$ cat src/rtl/core/pdanc_pkg.sv
// Shared types and constants for the PD controller and actuator nonlinearity chain.
package pdanc_pkg;

    localparam int MAP_DEPTH_DEF = 8;
    localparam int SIG_W         = 24;
    localparam int GAIN_W        = 16;
    localparam int CFG_W         = 23;
    localparam int CFG_IDX_W     = 3;
    localparam int PT_IDX_W      = 3;
    localparam int PTS_W         = 4;
    localparam int S_TDATA_W     = 128;
    localparam int M_TDATA_W     = 96;

    localparam int DIV_NUM_W     = 48;
    localparam int DIV_DEN_W     = 24;

    localparam logic [GAIN_W-1:0] PROP_GAIN_RST  = 16'd4608;
    localparam logic [GAIN_W-1:0] DERIV_GAIN_RST = 16'd1152;
    localparam logic [CFG_W-1:0]  DEAD_ZONE_RST  = 23'd16384;
    localparam logic [CFG_W-1:0]  OUT_LIMIT_RST  = 23'd131072;
    localparam logic [CFG_W-1:0]  BACKLASH_RST   = 23'd13107;
    localparam logic [PTS_W-1:0]  MAP_POINTS_RST = 4'd7;

    typedef enum logic [CFG_IDX_W-1:0] {
        REG_PROP_GAIN  = 3'd0,
        REG_DERIV_GAIN = 3'd1,
        REG_DEAD_ZONE  = 3'd2,
        REG_OUT_LIMIT  = 3'd3,
        REG_BACKLASH   = 3'd4,
        REG_MAP_ENABLE = 3'd5,
        REG_MAP_POINTS = 3'd6
    } reg_idx_t;

    typedef enum logic [3:0] {
        ST_IDLE,
        ST_MUL_P,
        ST_MUL_D,
        ST_SUM,
        ST_DZ,
        ST_LIM,
        ST_RD_LAST,
        ST_RD_FIRST,
        ST_CHK_FIRST,
        ST_SCAN,
        ST_SEG_MUL,
        ST_DIV_START,
        ST_DIV_WAIT,
        ST_BACKLASH,
        ST_OUT
    } state_t;

    typedef struct packed {
        logic capture;
        logic mul_p;
        logic mul_d;
        logic sum;
        logic dead_zone;
        logic limit;
        logic latch_last;
        logic latch_prev;
        logic u_from_rd_y;
        logic u_from_last_y;
        logic u_from_prev_y;
        logic latch_seg;
        logic seg_mul;
        logic div_start;
        logic u_from_div;
        logic backlash;
        logic out_load;
    } dp_cmd_t;

    typedef struct packed {
        logic in_mode;
        logic map_en;
        logic u_le_first;
        logic u_ge_last;
        logic seg_hit;
        logic seg_flat;
        logic div_done;
    } dp_status_t;

endpackage

$ cat src/rtl/core/pdanc_ctrl.sv
// Controller: sequences PD arithmetic, map search, divider and output handshake.
module pdanc_ctrl #(
    parameter int MAP_DEPTH = pdanc_pkg::MAP_DEPTH_DEF,
    parameter int AW        = $clog2(MAP_DEPTH)
) (
    input  logic                  aclk,
    input  logic                  aresetn,
    input  logic                  s_tvalid,
    output logic                  s_tready,
    output logic                  m_tvalid,
    input  logic                  m_tready,
    input  pdanc_pkg::dp_status_t status,
    input  logic [AW-1:0]         last_idx,
    output pdanc_pkg::dp_cmd_t    cmd,
    output logic [AW-1:0]         rd_addr
);

    pdanc_pkg::state_t state_reg, state_next;
    logic [AW-1:0]     k_reg, k_next;
    logic              m_valid_reg, m_valid_next;

    always_ff @(posedge aclk) begin
        if (!aresetn) begin
            state_reg   <= pdanc_pkg::ST_IDLE;
            k_reg       <= '0;
            m_valid_reg <= 1'b0;
        end else begin
            state_reg   <= state_next;
            k_reg       <= k_next;
            m_valid_reg <= m_valid_next;
        end
    end

    always_comb begin
        state_next   = state_reg;
        k_next       = k_reg;
        m_valid_next = m_valid_reg && !m_tready;
        cmd          = '0;
        rd_addr      = '0;
        s_tready     = 1'b0;
        case (state_reg)
            pdanc_pkg::ST_IDLE: begin
                s_tready = 1'b1;
                if (s_tvalid) begin
                    cmd.capture = 1'b1;
                    if (!status.in_mode) begin
                        state_next = pdanc_pkg::ST_MUL_P;
                    end
                end
            end
            pdanc_pkg::ST_MUL_P: begin
                cmd.mul_p  = 1'b1;
                state_next = pdanc_pkg::ST_MUL_D;
            end
            pdanc_pkg::ST_MUL_D: begin
                cmd.mul_d  = 1'b1;
                state_next = pdanc_pkg::ST_SUM;
            end
            pdanc_pkg::ST_SUM: begin
                cmd.sum    = 1'b1;
                state_next = pdanc_pkg::ST_DZ;
            end
            pdanc_pkg::ST_DZ: begin
                cmd.dead_zone = 1'b1;
                state_next    = pdanc_pkg::ST_LIM;
            end
            pdanc_pkg::ST_LIM: begin
                cmd.limit  = 1'b1;
                state_next = status.map_en ? pdanc_pkg::ST_RD_LAST : pdanc_pkg::ST_BACKLASH;
            end
            pdanc_pkg::ST_RD_LAST: begin
                rd_addr    = last_idx;
                state_next = pdanc_pkg::ST_RD_FIRST;
            end
            pdanc_pkg::ST_RD_FIRST: begin
                rd_addr        = '0;
                cmd.latch_last = 1'b1;
                state_next     = pdanc_pkg::ST_CHK_FIRST;
            end
            pdanc_pkg::ST_CHK_FIRST: begin
                cmd.latch_prev = 1'b1;
                if (status.u_le_first) begin
                    cmd.u_from_rd_y = 1'b1;
                    state_next      = pdanc_pkg::ST_BACKLASH;
                end else if (status.u_ge_last) begin
                    cmd.u_from_last_y = 1'b1;
                    state_next        = pdanc_pkg::ST_BACKLASH;
                end else begin
                    rd_addr    = AW'(1);
                    k_next     = AW'(1);
                    state_next = pdanc_pkg::ST_SCAN;
                end
            end
            pdanc_pkg::ST_SCAN: begin
                if (status.seg_hit) begin
                    if (status.seg_flat) begin
                        cmd.u_from_prev_y = 1'b1;
                        state_next        = pdanc_pkg::ST_BACKLASH;
                    end else begin
                        cmd.latch_seg = 1'b1;
                        state_next    = pdanc_pkg::ST_SEG_MUL;
                    end
                end else if (k_reg == last_idx) begin
                    cmd.u_from_last_y = 1'b1;
                    state_next        = pdanc_pkg::ST_BACKLASH;
                end else begin
                    cmd.latch_prev = 1'b1;
                    rd_addr        = k_reg + AW'(1);
                    k_next         = k_reg + AW'(1);
                end
            end
            pdanc_pkg::ST_SEG_MUL: begin
                cmd.seg_mul = 1'b1;
                state_next  = pdanc_pkg::ST_DIV_START;
            end
            pdanc_pkg::ST_DIV_START: begin
                cmd.div_start = 1'b1;
                state_next    = pdanc_pkg::ST_DIV_WAIT;
            end
            pdanc_pkg::ST_DIV_WAIT: begin
                if (status.div_done) begin
                    cmd.u_from_div = 1'b1;
                    state_next     = pdanc_pkg::ST_BACKLASH;
                end
            end
            pdanc_pkg::ST_BACKLASH: begin
                cmd.backlash = 1'b1;
                state_next   = pdanc_pkg::ST_OUT;
            end
            pdanc_pkg::ST_OUT: begin
                if (!m_valid_reg || m_tready) begin
                    cmd.out_load = 1'b1;
                    m_valid_next = 1'b1;
                    state_next   = pdanc_pkg::ST_IDLE;
                end
            end
            default: begin
                state_next = pdanc_pkg::ST_IDLE;
            end
        endcase
    end

    assign m_tvalid = m_valid_reg;

endmodule

$ cat config.mk
export PLATFORM = sky130hd
export DESIGN_NAME = pdanc_ctrl
export DESIGN_NICKNAME = d
export VERILOG_FILES = /design/src/rtl/core/pdanc_pkg.sv /design/src/rtl/core/pdanc_ctrl.sv
export SDC_FILE = /design/constraint.sdc
export NUM_CORES = 1
export LEC_CHECK = 0
export BUFFER_PORTS_ARGS = -buffer_cell sky130_fd_sc_hd__buf_2
export CAP_MARGIN = 30
export CORE_MARGIN = 2
export CORE_UTILIZATION = 48
export CTS_CLUSTER_DIAMETER = 200
export DETAILED_ROUTE_END_ITERATION = 10
export PLACE_DENSITY = 0.83
export RECOVER_POWER = 25
export SLEW_MARGIN = 0
export SYNTH_ARGS = -nofsm -noshare
export SYNTH_HDL_FRONTEND = slang
export SYNTH_SLANG_ARGS = --single-unit
$ cat constraint.sdc
create_clock -name aclk -period 4.6 [get_ports aclk]
set_input_delay 0.23 -clock aclk [delete_from_list [all_inputs] [get_ports aclk]]
set_output_delay 0.23 -clock aclk [all_outputs]
set_load 0.05 [all_outputs]
* After elaboration in Yosys (flattened, before gate mapping)
Index checks and enable logic that the tools add are counted.
** Storage, ports and cells
- Bits in registers :: 8
- Bits in latches :: 0
- RAM bits :: 0
- Memory bits (read-only) :: 0
- Input port bits :: 14
- Output and inout port bits :: 22
- Logic and storage cells :: 89
- Memories kept :: 0
** Cells by class
- $add $sub $neg :: 1
- Multipliers :: 0
- Div/mod/pow operators :: 0
- $lt $le $gt $ge :: 0
- Equality and inequality tests :: 24
- Shift-type cells :: 0
- Muxes and demuxes :: 53
- Bitwise operators :: 0
- Reduce and logical (&&, ||, !) cells :: 8
** Operators by type and width (count)
- $pmux 4 s15 :: 1
- $mux 4 :: 8
- $mux 1 :: 30
- $eq 4x4->1 const B :: 7
- $mux 3 :: 8
- $eq 4x3->1 const B :: 4
- $ne 2x2->1 const B :: 8
- $reduce_and 5->1 :: 2
- $pmux 3 s3 :: 1
- $eq 4x2->1 const B :: 2
- $pmux 3 s2 :: 1
- $eq 4x1->1 const B :: 1
- $logic_not 4->1 :: 1
- $mux 2 :: 2
- $pmux 1 s2 :: 2
- $add 3x1->3 const B :: 1
- $eq 3x3->1 :: 1
- $ne 3x3->1 const B :: 1
- $logic_not 1->1 :: 2
- $reduce_bool 2->1 :: 1
- $logic_and 1x1->1 :: 1
- $logic_or 1x1->1 :: 1

* Longest topological paths before layout
Gate-level depths: netlist of the first run.
- Depth in word-level cells :: 4
- Depth in mapped cells :: 5
- Gate-level depth less buffers :: 4

* Worst setup path after synthesis of the first run
OpenSTA, ideal clock, no wires.
- Kind :: register -> output
- Start point :: register state_reg[2]
- End point :: output port cmd[16] (netlist name)
- Data arrival time :: 2.778 ns
- Required time :: 4.370 ns
- Slack :: 1.592 ns
- Stages on the path, launching flop included :: 4
- Path buffers :: 1
- Cell sequence :: dfxtp_1 -> clkbuf_1 -> nor4_1 -> and2_1
** RTL lines
- from (decl) :: line pdanc_ctrl.sv:18 : pdanc_pkg::state_t state_reg, state_next;
- from (signal assigned) :: line pdanc_ctrl.sv:24 : state_reg <= pdanc_pkg::ST_IDLE;
- from (signal assigned) :: line pdanc_ctrl.sv:28 : state_reg <= state_next;
- to (decl) :: line pdanc_ctrl.sv:14 : output pdanc_pkg::dp_cmd_t cmd,

* Worst setup path after layout of the first run
- Start point :: register state_reg[3]
- End point :: output port rd_addr[0]
** On the way
- Cells in the longest elaborated chain, start to end :: 2
- Elaborated cells on any way between the ends :: 4
- Those cells by class :: 3 x eq/ne; 1 x mux
** Ends and longest elaborated chain
- $eq 4x4->1 or $eq 4x3->1 (tied branches) :: line pdanc_ctrl.sv:41 : case (state_reg)
- $pmux 3 s3 (*) :: line pdanc_ctrl.sv:41
- to (decl) :: line pdanc_ctrl.sv:15 : output logic [AW-1:0] rd_addr
Mark *: on every way between the ends. The rest lies on a longest branch, timed or not.

==> run metrics, run 1 <==
initial antenna violation count 0; Critical Path Sink Type output pin; Buf/Inv on CP 1; combinational share of power 0.348; fin crit period 2420 ps; CTS Buffer Depth 2; Layout area overhead 26.2%; Post-DRT Antenna Nets 0; final core utilization 0.630; Total Neg Setup Slack 0 ps; CP Depth 4; All-Layer GR Usage 0.215; Num Clock Sinks 8; max reg flops 4; Top FF cell, synth dfxtp_1; routed wire length roughly 1.9 mm; Clk pwr share 0.252; worst rel slew slack 0.580; Netlist cell types between 40 and 50; Post-synth EDFFs 0; met3 Use GR 0.0255; via/cell ratio 5.69; routed vias 865; CTS tree yes; setup bufs post-CTS 0; Clk pin slew, worst setup/hold paths 60 ps; Initial Utilization 0.499; DPL Wire Length 1.45 mm; Final Hold Fails 0; GR peak layer met2; GR Util met2 0.361; FMAX 413 MHz; die width 43.1 µm; Setup Crit Path Kind register to output pin; first-pass GRT wire length 3.08 mm; largest family of logic cells by synthesized area simple AND/OR/NAND/NOR gates; Post-synth ARST share 0; CTS HTree Levels 1; Adder-Cell Fraction of Synth Area 0.0170; Slowest-stage cell, CP dfxtp_1; post-synthesis mux area share 0; GPL Wtd Cong 0.792; WHS 268 ps; setup slack, reg-to-reg 2460 ps; period utilisation layout 0.526; simple-gate share of the synthesized area 0.400; number of port buffers 35; syn_area_per_cell 7.13 µm²; leakage 0.454 nW; Wirelength per Cell 12.3 µm; worst-path cell chain or4b_4, or3_4, o211ai_1, buf_2; GR Layer Usage met1 0.274; PostCTS Resize Cnt 0; NumNets Final 153; worst path required time between 4000 and 5000 ps; Worst Path Max Fanout 18; Internal 0.124 mW; CP startpoint state_reg[3]$_SDFFE_PN0P_; Worst Reg-to-Reg Cells 4; die area 0.00186 mm²; post-synthesis net count 118; Core Area between 0.001 and 0.0015 mm²; row count 14; Pre-antenna DRT Iters 4; final clock skew around 12 ps; root buf cell clkbuf_4; HP Class primary input to register; critical path's largest stage delay 630 ps; Post-Synth XOR/XNOR Area 0.0596; Clock Latency Late Sink 250 ps; status complete, no violations; GRT overflow 0; hold path depth 4; min-delay src status[6]; Initial DRC Count 23; Sw Ratio 0.407; Worst setup SP type register; delay-heaviest family, CP simple AND/OR/NAND/NOR gates; Setup-failing EPs final 0; Max VDD drop roughly 0.22 mV; RR Startpoint state_reg[3]$_SDFFE_PN0P_; vias in the first global route 743; Post-Syn Instances about 100; P per Cell Area approximately 230 mW/mm²; largest net degree at the start of global routing 19; RSZ-0062 raised after global routing no; clock buffer count from CTS 3; Hold-fix buffers, CTS 0; worst slew pin tran 629 ps; Slew Viols, Final 0; layout cells sized above 1 0.294; DRC violations left 0; Synth Cell Area between 700 and 800 µm²; sequential share of power 0.400; Warnings, synthesis 0; CP Data Arrival Time approximately 2200 ps; Die Y 43.1 µm; I/O pin total 36; antenna cells 0; P_sw 0.0852 mW; synthesized flop and latch total 8; fraction of the yosys area taken by sequential cells 0.218; Synth Area in Compound Gates 0.239; Max-cap violations 0
-- area by class of cell --
type | instances | area, µm²
tap | 16 | 20.0
fill | 149 | 544
timing repair buffer | 35 | 173
multi-input combinational | 83 | 526
clock buffer | 3 | 22.5
inverter | 7 | 26.3
sequential | 8 | 160
-- power by group through the flow --
stage               Combinational, mW  Sequential [mW]  Clock (mW)
detailed placement             0.0728           0.0848           0
floorplan                      0.0604           0.0769           0
global route                   0.0781           0.0846      0.0595
finish                         0.0728           0.0836      0.0527
global placement               0.0719           0.0844           0
CTS                            0.0730           0.0833      0.0551
-- cell families (layout without fill, tap and decap cells) --
family                     after synthesis  after routing
and+or+nand+nor                         54             54
xor gates and xnor gates                 5              5
adders and majority gates                1              1
DFF                                      8              8
buffers and inverters                   12             45
AOI/OAI and AO/OA                       23             23
-- per-layer routing --
metal  routed length [µm]  share of wire  up-vias
met5                    0              0        -
met4                   21          0.011        0
met3                  113          0.061        2
met2                  936           0.50       35
met1                  791           0.42      392
li1                     -              -      436
-- metrics by stage --
step / worst slack [ps] / cell area, µm² / power (mW) / cells
2_1_floorplan: 1590 / 734 / 0.137 / 103
3_3_place_gp: 2500 / 907 / 0.156 / 149
3_5_place_dp: 2480 / 907 / 0.158 / 149
4_1_cts: 2190 / 930 / 0.211 / 152
5_1_grt: 2070 / 927 / 0.222 / 152
6_report: 2180 / 927 / 0.209 / 152
-- synth_stat cells (2+ instances only) --
master    count  share of area
nand2b_1      4          0.034
o31a_1        2          0.024
a21oi_1       2          0.014
nand2_1      13          0.066
inv_1         7          0.036
nor2b_1       2          0.017
nor3_1        8          0.055
nor3b_1       2          0.020
and3_1        2          0.017
and2_1        2          0.017
xor2_1        4          0.048
nor2_1       12          0.061
or3_1         2          0.017
o21ai_0       4          0.027
dfxtp_1       8           0.22
clkbuf_1      4          0.020
-- worst paths after layout --
check                              end
max                         rd_addr[0]
min          state_reg[0]$_SDFFE_PN0P_
max reg2reg      k_reg[2]$_SDFFE_PN0P_
min reg2reg      k_reg[1]$_SDFFE_PN0P_
-- worst register-to-register path, stage by stage, from the launching register on --
cell,delay [ps]
dfxtp_1,630
or4b_4,550
or3_4,360
and3_4,180
o31a_1,290
-- layout by cell type, fill, tap and decap left out, drive strengths merged, types with 2 or more instances in the layout --
cell type | netlist | final
and3 | 3 | 3
nor2 | 12 | 12
nand2b | 4 | 4
nor3b | 2 | 2
nor3 | 8 | 8
o31a | 2 | 2
and2 | 2 | 2
dfxtp | 8 | 8
buf | 1 | 33
nand2 | 13 | 13
nor2b | 2 | 2
or3 | 3 | 3
xor2 | 4 | 4
clkbuf | 4 | 5
inv | 7 | 7
a21oi | 2 | 2
o21ai | 5 | 5
Note: power is estimated with default switching activity, not from simulation.
==> run 2: changes to the inputs <==
CORE_UTILIZATION = 40   (was 48)
PLACE_DENSITY = 0.74   (was 0.83)
clock period = 2 ns   (was 4.6 ns; I/O delays follow)
==> run metrics, run 2 (synthesized netlist as in run 1, its figures left out) <==
Wirelength per Cell 12.4 µm (+0.83%); Setup-failing EPs final 0 (unchanged); commonest non-fill, non-tap cell in the layout buf_2; Setup Crit Path Kind register to output pin; first-pass GRT wire length 3.26 mm (+5.8%); P_sw 0.209 mW (+150%); die area 0.00219 mm² (+18%); GRT overflow 0 (unchanged); routed wire length 2.04 mm (+9.5%); worst-path cell chain or4b_4, or3_4, o211ai_1, buf_4; number of port buffers 35 (unchanged); Slew Viols, Final 0 (unchanged); Initial DRC Count 15 (-35%); row count 15 (+1); worst slew pin tran 594 ps (-34.2 ps); FMAX between 500 and 600 MHz; CTS HTree Levels 1 (unchanged); Hold-fix buffers, CTS 0 (unchanged); CP startpoint state_reg[1]$_SDFFE_PN0P_; Post-DRT Antenna Nets 0 (unchanged); RR Startpoint state_reg[1]$_SDFFE_PN0P_; die width 46.9 µm (+8.7%); largest net degree at the start of global routing 18 (-1); Total Neg Setup Slack 0 ps (unchanged); worst path required time 1900 ps (-2470 ps); Clock Latency Late Sink 250 ps (about the same); most frequent cells in the layout buf_2 (30), nand2_1 (13), nor2_1 (11); DPL Wire Length 1.58 mm (+9.3%); vias in the first global route 760 (+2.3%); Num Clock Sinks 8 (unchanged); Final Hold Fails 0 (unchanged); Initial Utilization 0.425 (-0.0738); critical path's largest stage delay 550 ps (-80 ps); Layout area overhead 37.5%; crit path to rd_addr[0]; combinational share of power 0.419 (+0.071); P per Cell Area 503 mW/mm² (+120%); Worst Reg-to-Reg Cells 4 (unchanged); reg-to-reg endpoint k_reg[2]$_SDFFE_PN0P_; sequential share of power 0.335 (-0.065); Clk pwr share 0.246 (-0.006); Pre-antenna DRT Iters 4 (unchanged); status complete, no violations; setup slack, reg-to-reg 200 ps (-2260 ps); max reg flops 4 (unchanged); initial antenna violation count 0 (unchanged); Max VDD drop 0.384 mV (+77%); Clk pin slew, worst setup/hold paths 60 ps (about the same); placed cell area 973 µm² (+7.3%); WHS 139 ps (-129 ps); PostCTS Resize Cnt 1 (+1); root buf cell clkbuf_4; I/O pin total 36 (unchanged); via/cell ratio 5.42 (-4.8%); final core utilization 0.585 (-0.0453); Critical Path Sink Type output pin; Final Cell Area 0.00101 mm² (+8.9%); Die Y 46.9 µm (+8.7%); CTS Buffer Depth 2 (unchanged); period utilisation layout 0.962; NumNets Final 157 (+2.6%); CTS tree yes; RSZ-0062 raised after global routing no; GPL Wtd Cong 0.808 (+2.0%); Sw Ratio 0.412 (+0.00479); Slowest-stage cell, CP or4b_4; Worst Path Max Fanout 4 (-14); final clock skew 5.35 ps (-6.42 ps); leakage 0.475 nW (+4.8%); fill count 174 (+17%); routed vias 894 (+3.4%); All-Layer GR Usage 0.205 (-0.0104); Worst setup SP type register; antenna cells 0 (unchanged); clock buffer count from CTS 3 (unchanged); DRC violations left 0 (unchanged); setup bufs post-CTS 0 (unchanged); HP Class primary input to register; Max-cap violations 0 (unchanged); CP Data Arrival Time 1820 ps (-370 ps); Internal 0.298 mW (+140%); fin crit period 1920 ps; worst rel slew slack 0.605 (+0.0252); Core Area 0.00173 mm² (+17%); layout cells sized above 1 0.343 (+0.0487)
## run 2: per-layer routing
metal  global-route usage  wire, µm  up-vias
met5                    0         0        -
met4               0.0833        36        0
met3               0.0231       134        4
met2                0.323       959       33
met1                0.284       909      415
li1                     -         -      442
## run 2: worst max-delay path, delay by kind of cell, from the launching register on
family / cells / cell delay, ps
and+or+nand+nor: 2 / 910
DFF: 1 / 310
AOI/OAI and AO/OA: 1 / 110
buffers and inverters: 1 / 230
## run 2: metrics by stage
stage                     power, mW  worst slack [ps]  cells
final                         0.508              76.2    165
after global routing          0.537              21.6    165
after CTS                     0.513              21.4    165
after detailed placement      0.384               208    162
after global placement        0.381               244    162
after floorplan               0.325             -31.4    103
## run 2: worst min-delay path by stage
stage | to | cells past startpoint | start
after floorplan | state_reg[3]$_SDFFE_PN0P_ | 2 | aresetn
after global placement | state_reg[0]$_SDFFE_PN0P_ | 4 | status[6]
after detailed placement | state_reg[0]$_SDFFE_PN0P_ | 4 | status[6]
after CTS | state_reg[0]$_SDFFE_PN0P_ | 4 | status[6]
after global routing | state_reg[3]$_SDFFE_PN0P_ | 3 | aresetn
final | state_reg[0]$_SDFFE_PN0P_ | 4 | status[6]
## run 2: power groups by stage
stage / Sequential, mW / Combinational (mW) / Clock [mW]
finish: 0.170 / 0.213 / 0.125
detailed placement: 0.173 / 0.211 / 0
CTS: 0.170 / 0.213 / 0.130
global route: 0.170 / 0.231 / 0.136
floorplan: 0.179 / 0.146 / 0
global placement: 0.173 / 0.208 / 0
## run 2: final cells by class
| type | instances | area (µm²) | area share |
|---|---|---|---|
| Inverter | 7 | 26.3 | 0.0260 |
| Tap cell | 25 | 31.3 | 0.0310 |
| Timing Repair Buffer | 39 | 206 | 0.204 |
| Multi-Input combinational cell | 83 | 563 | 0.558 |
| Clock buffer | 3 | 22.5 | 0.0223 |
| Sequential cell | 8 | 160 | 0.159 |
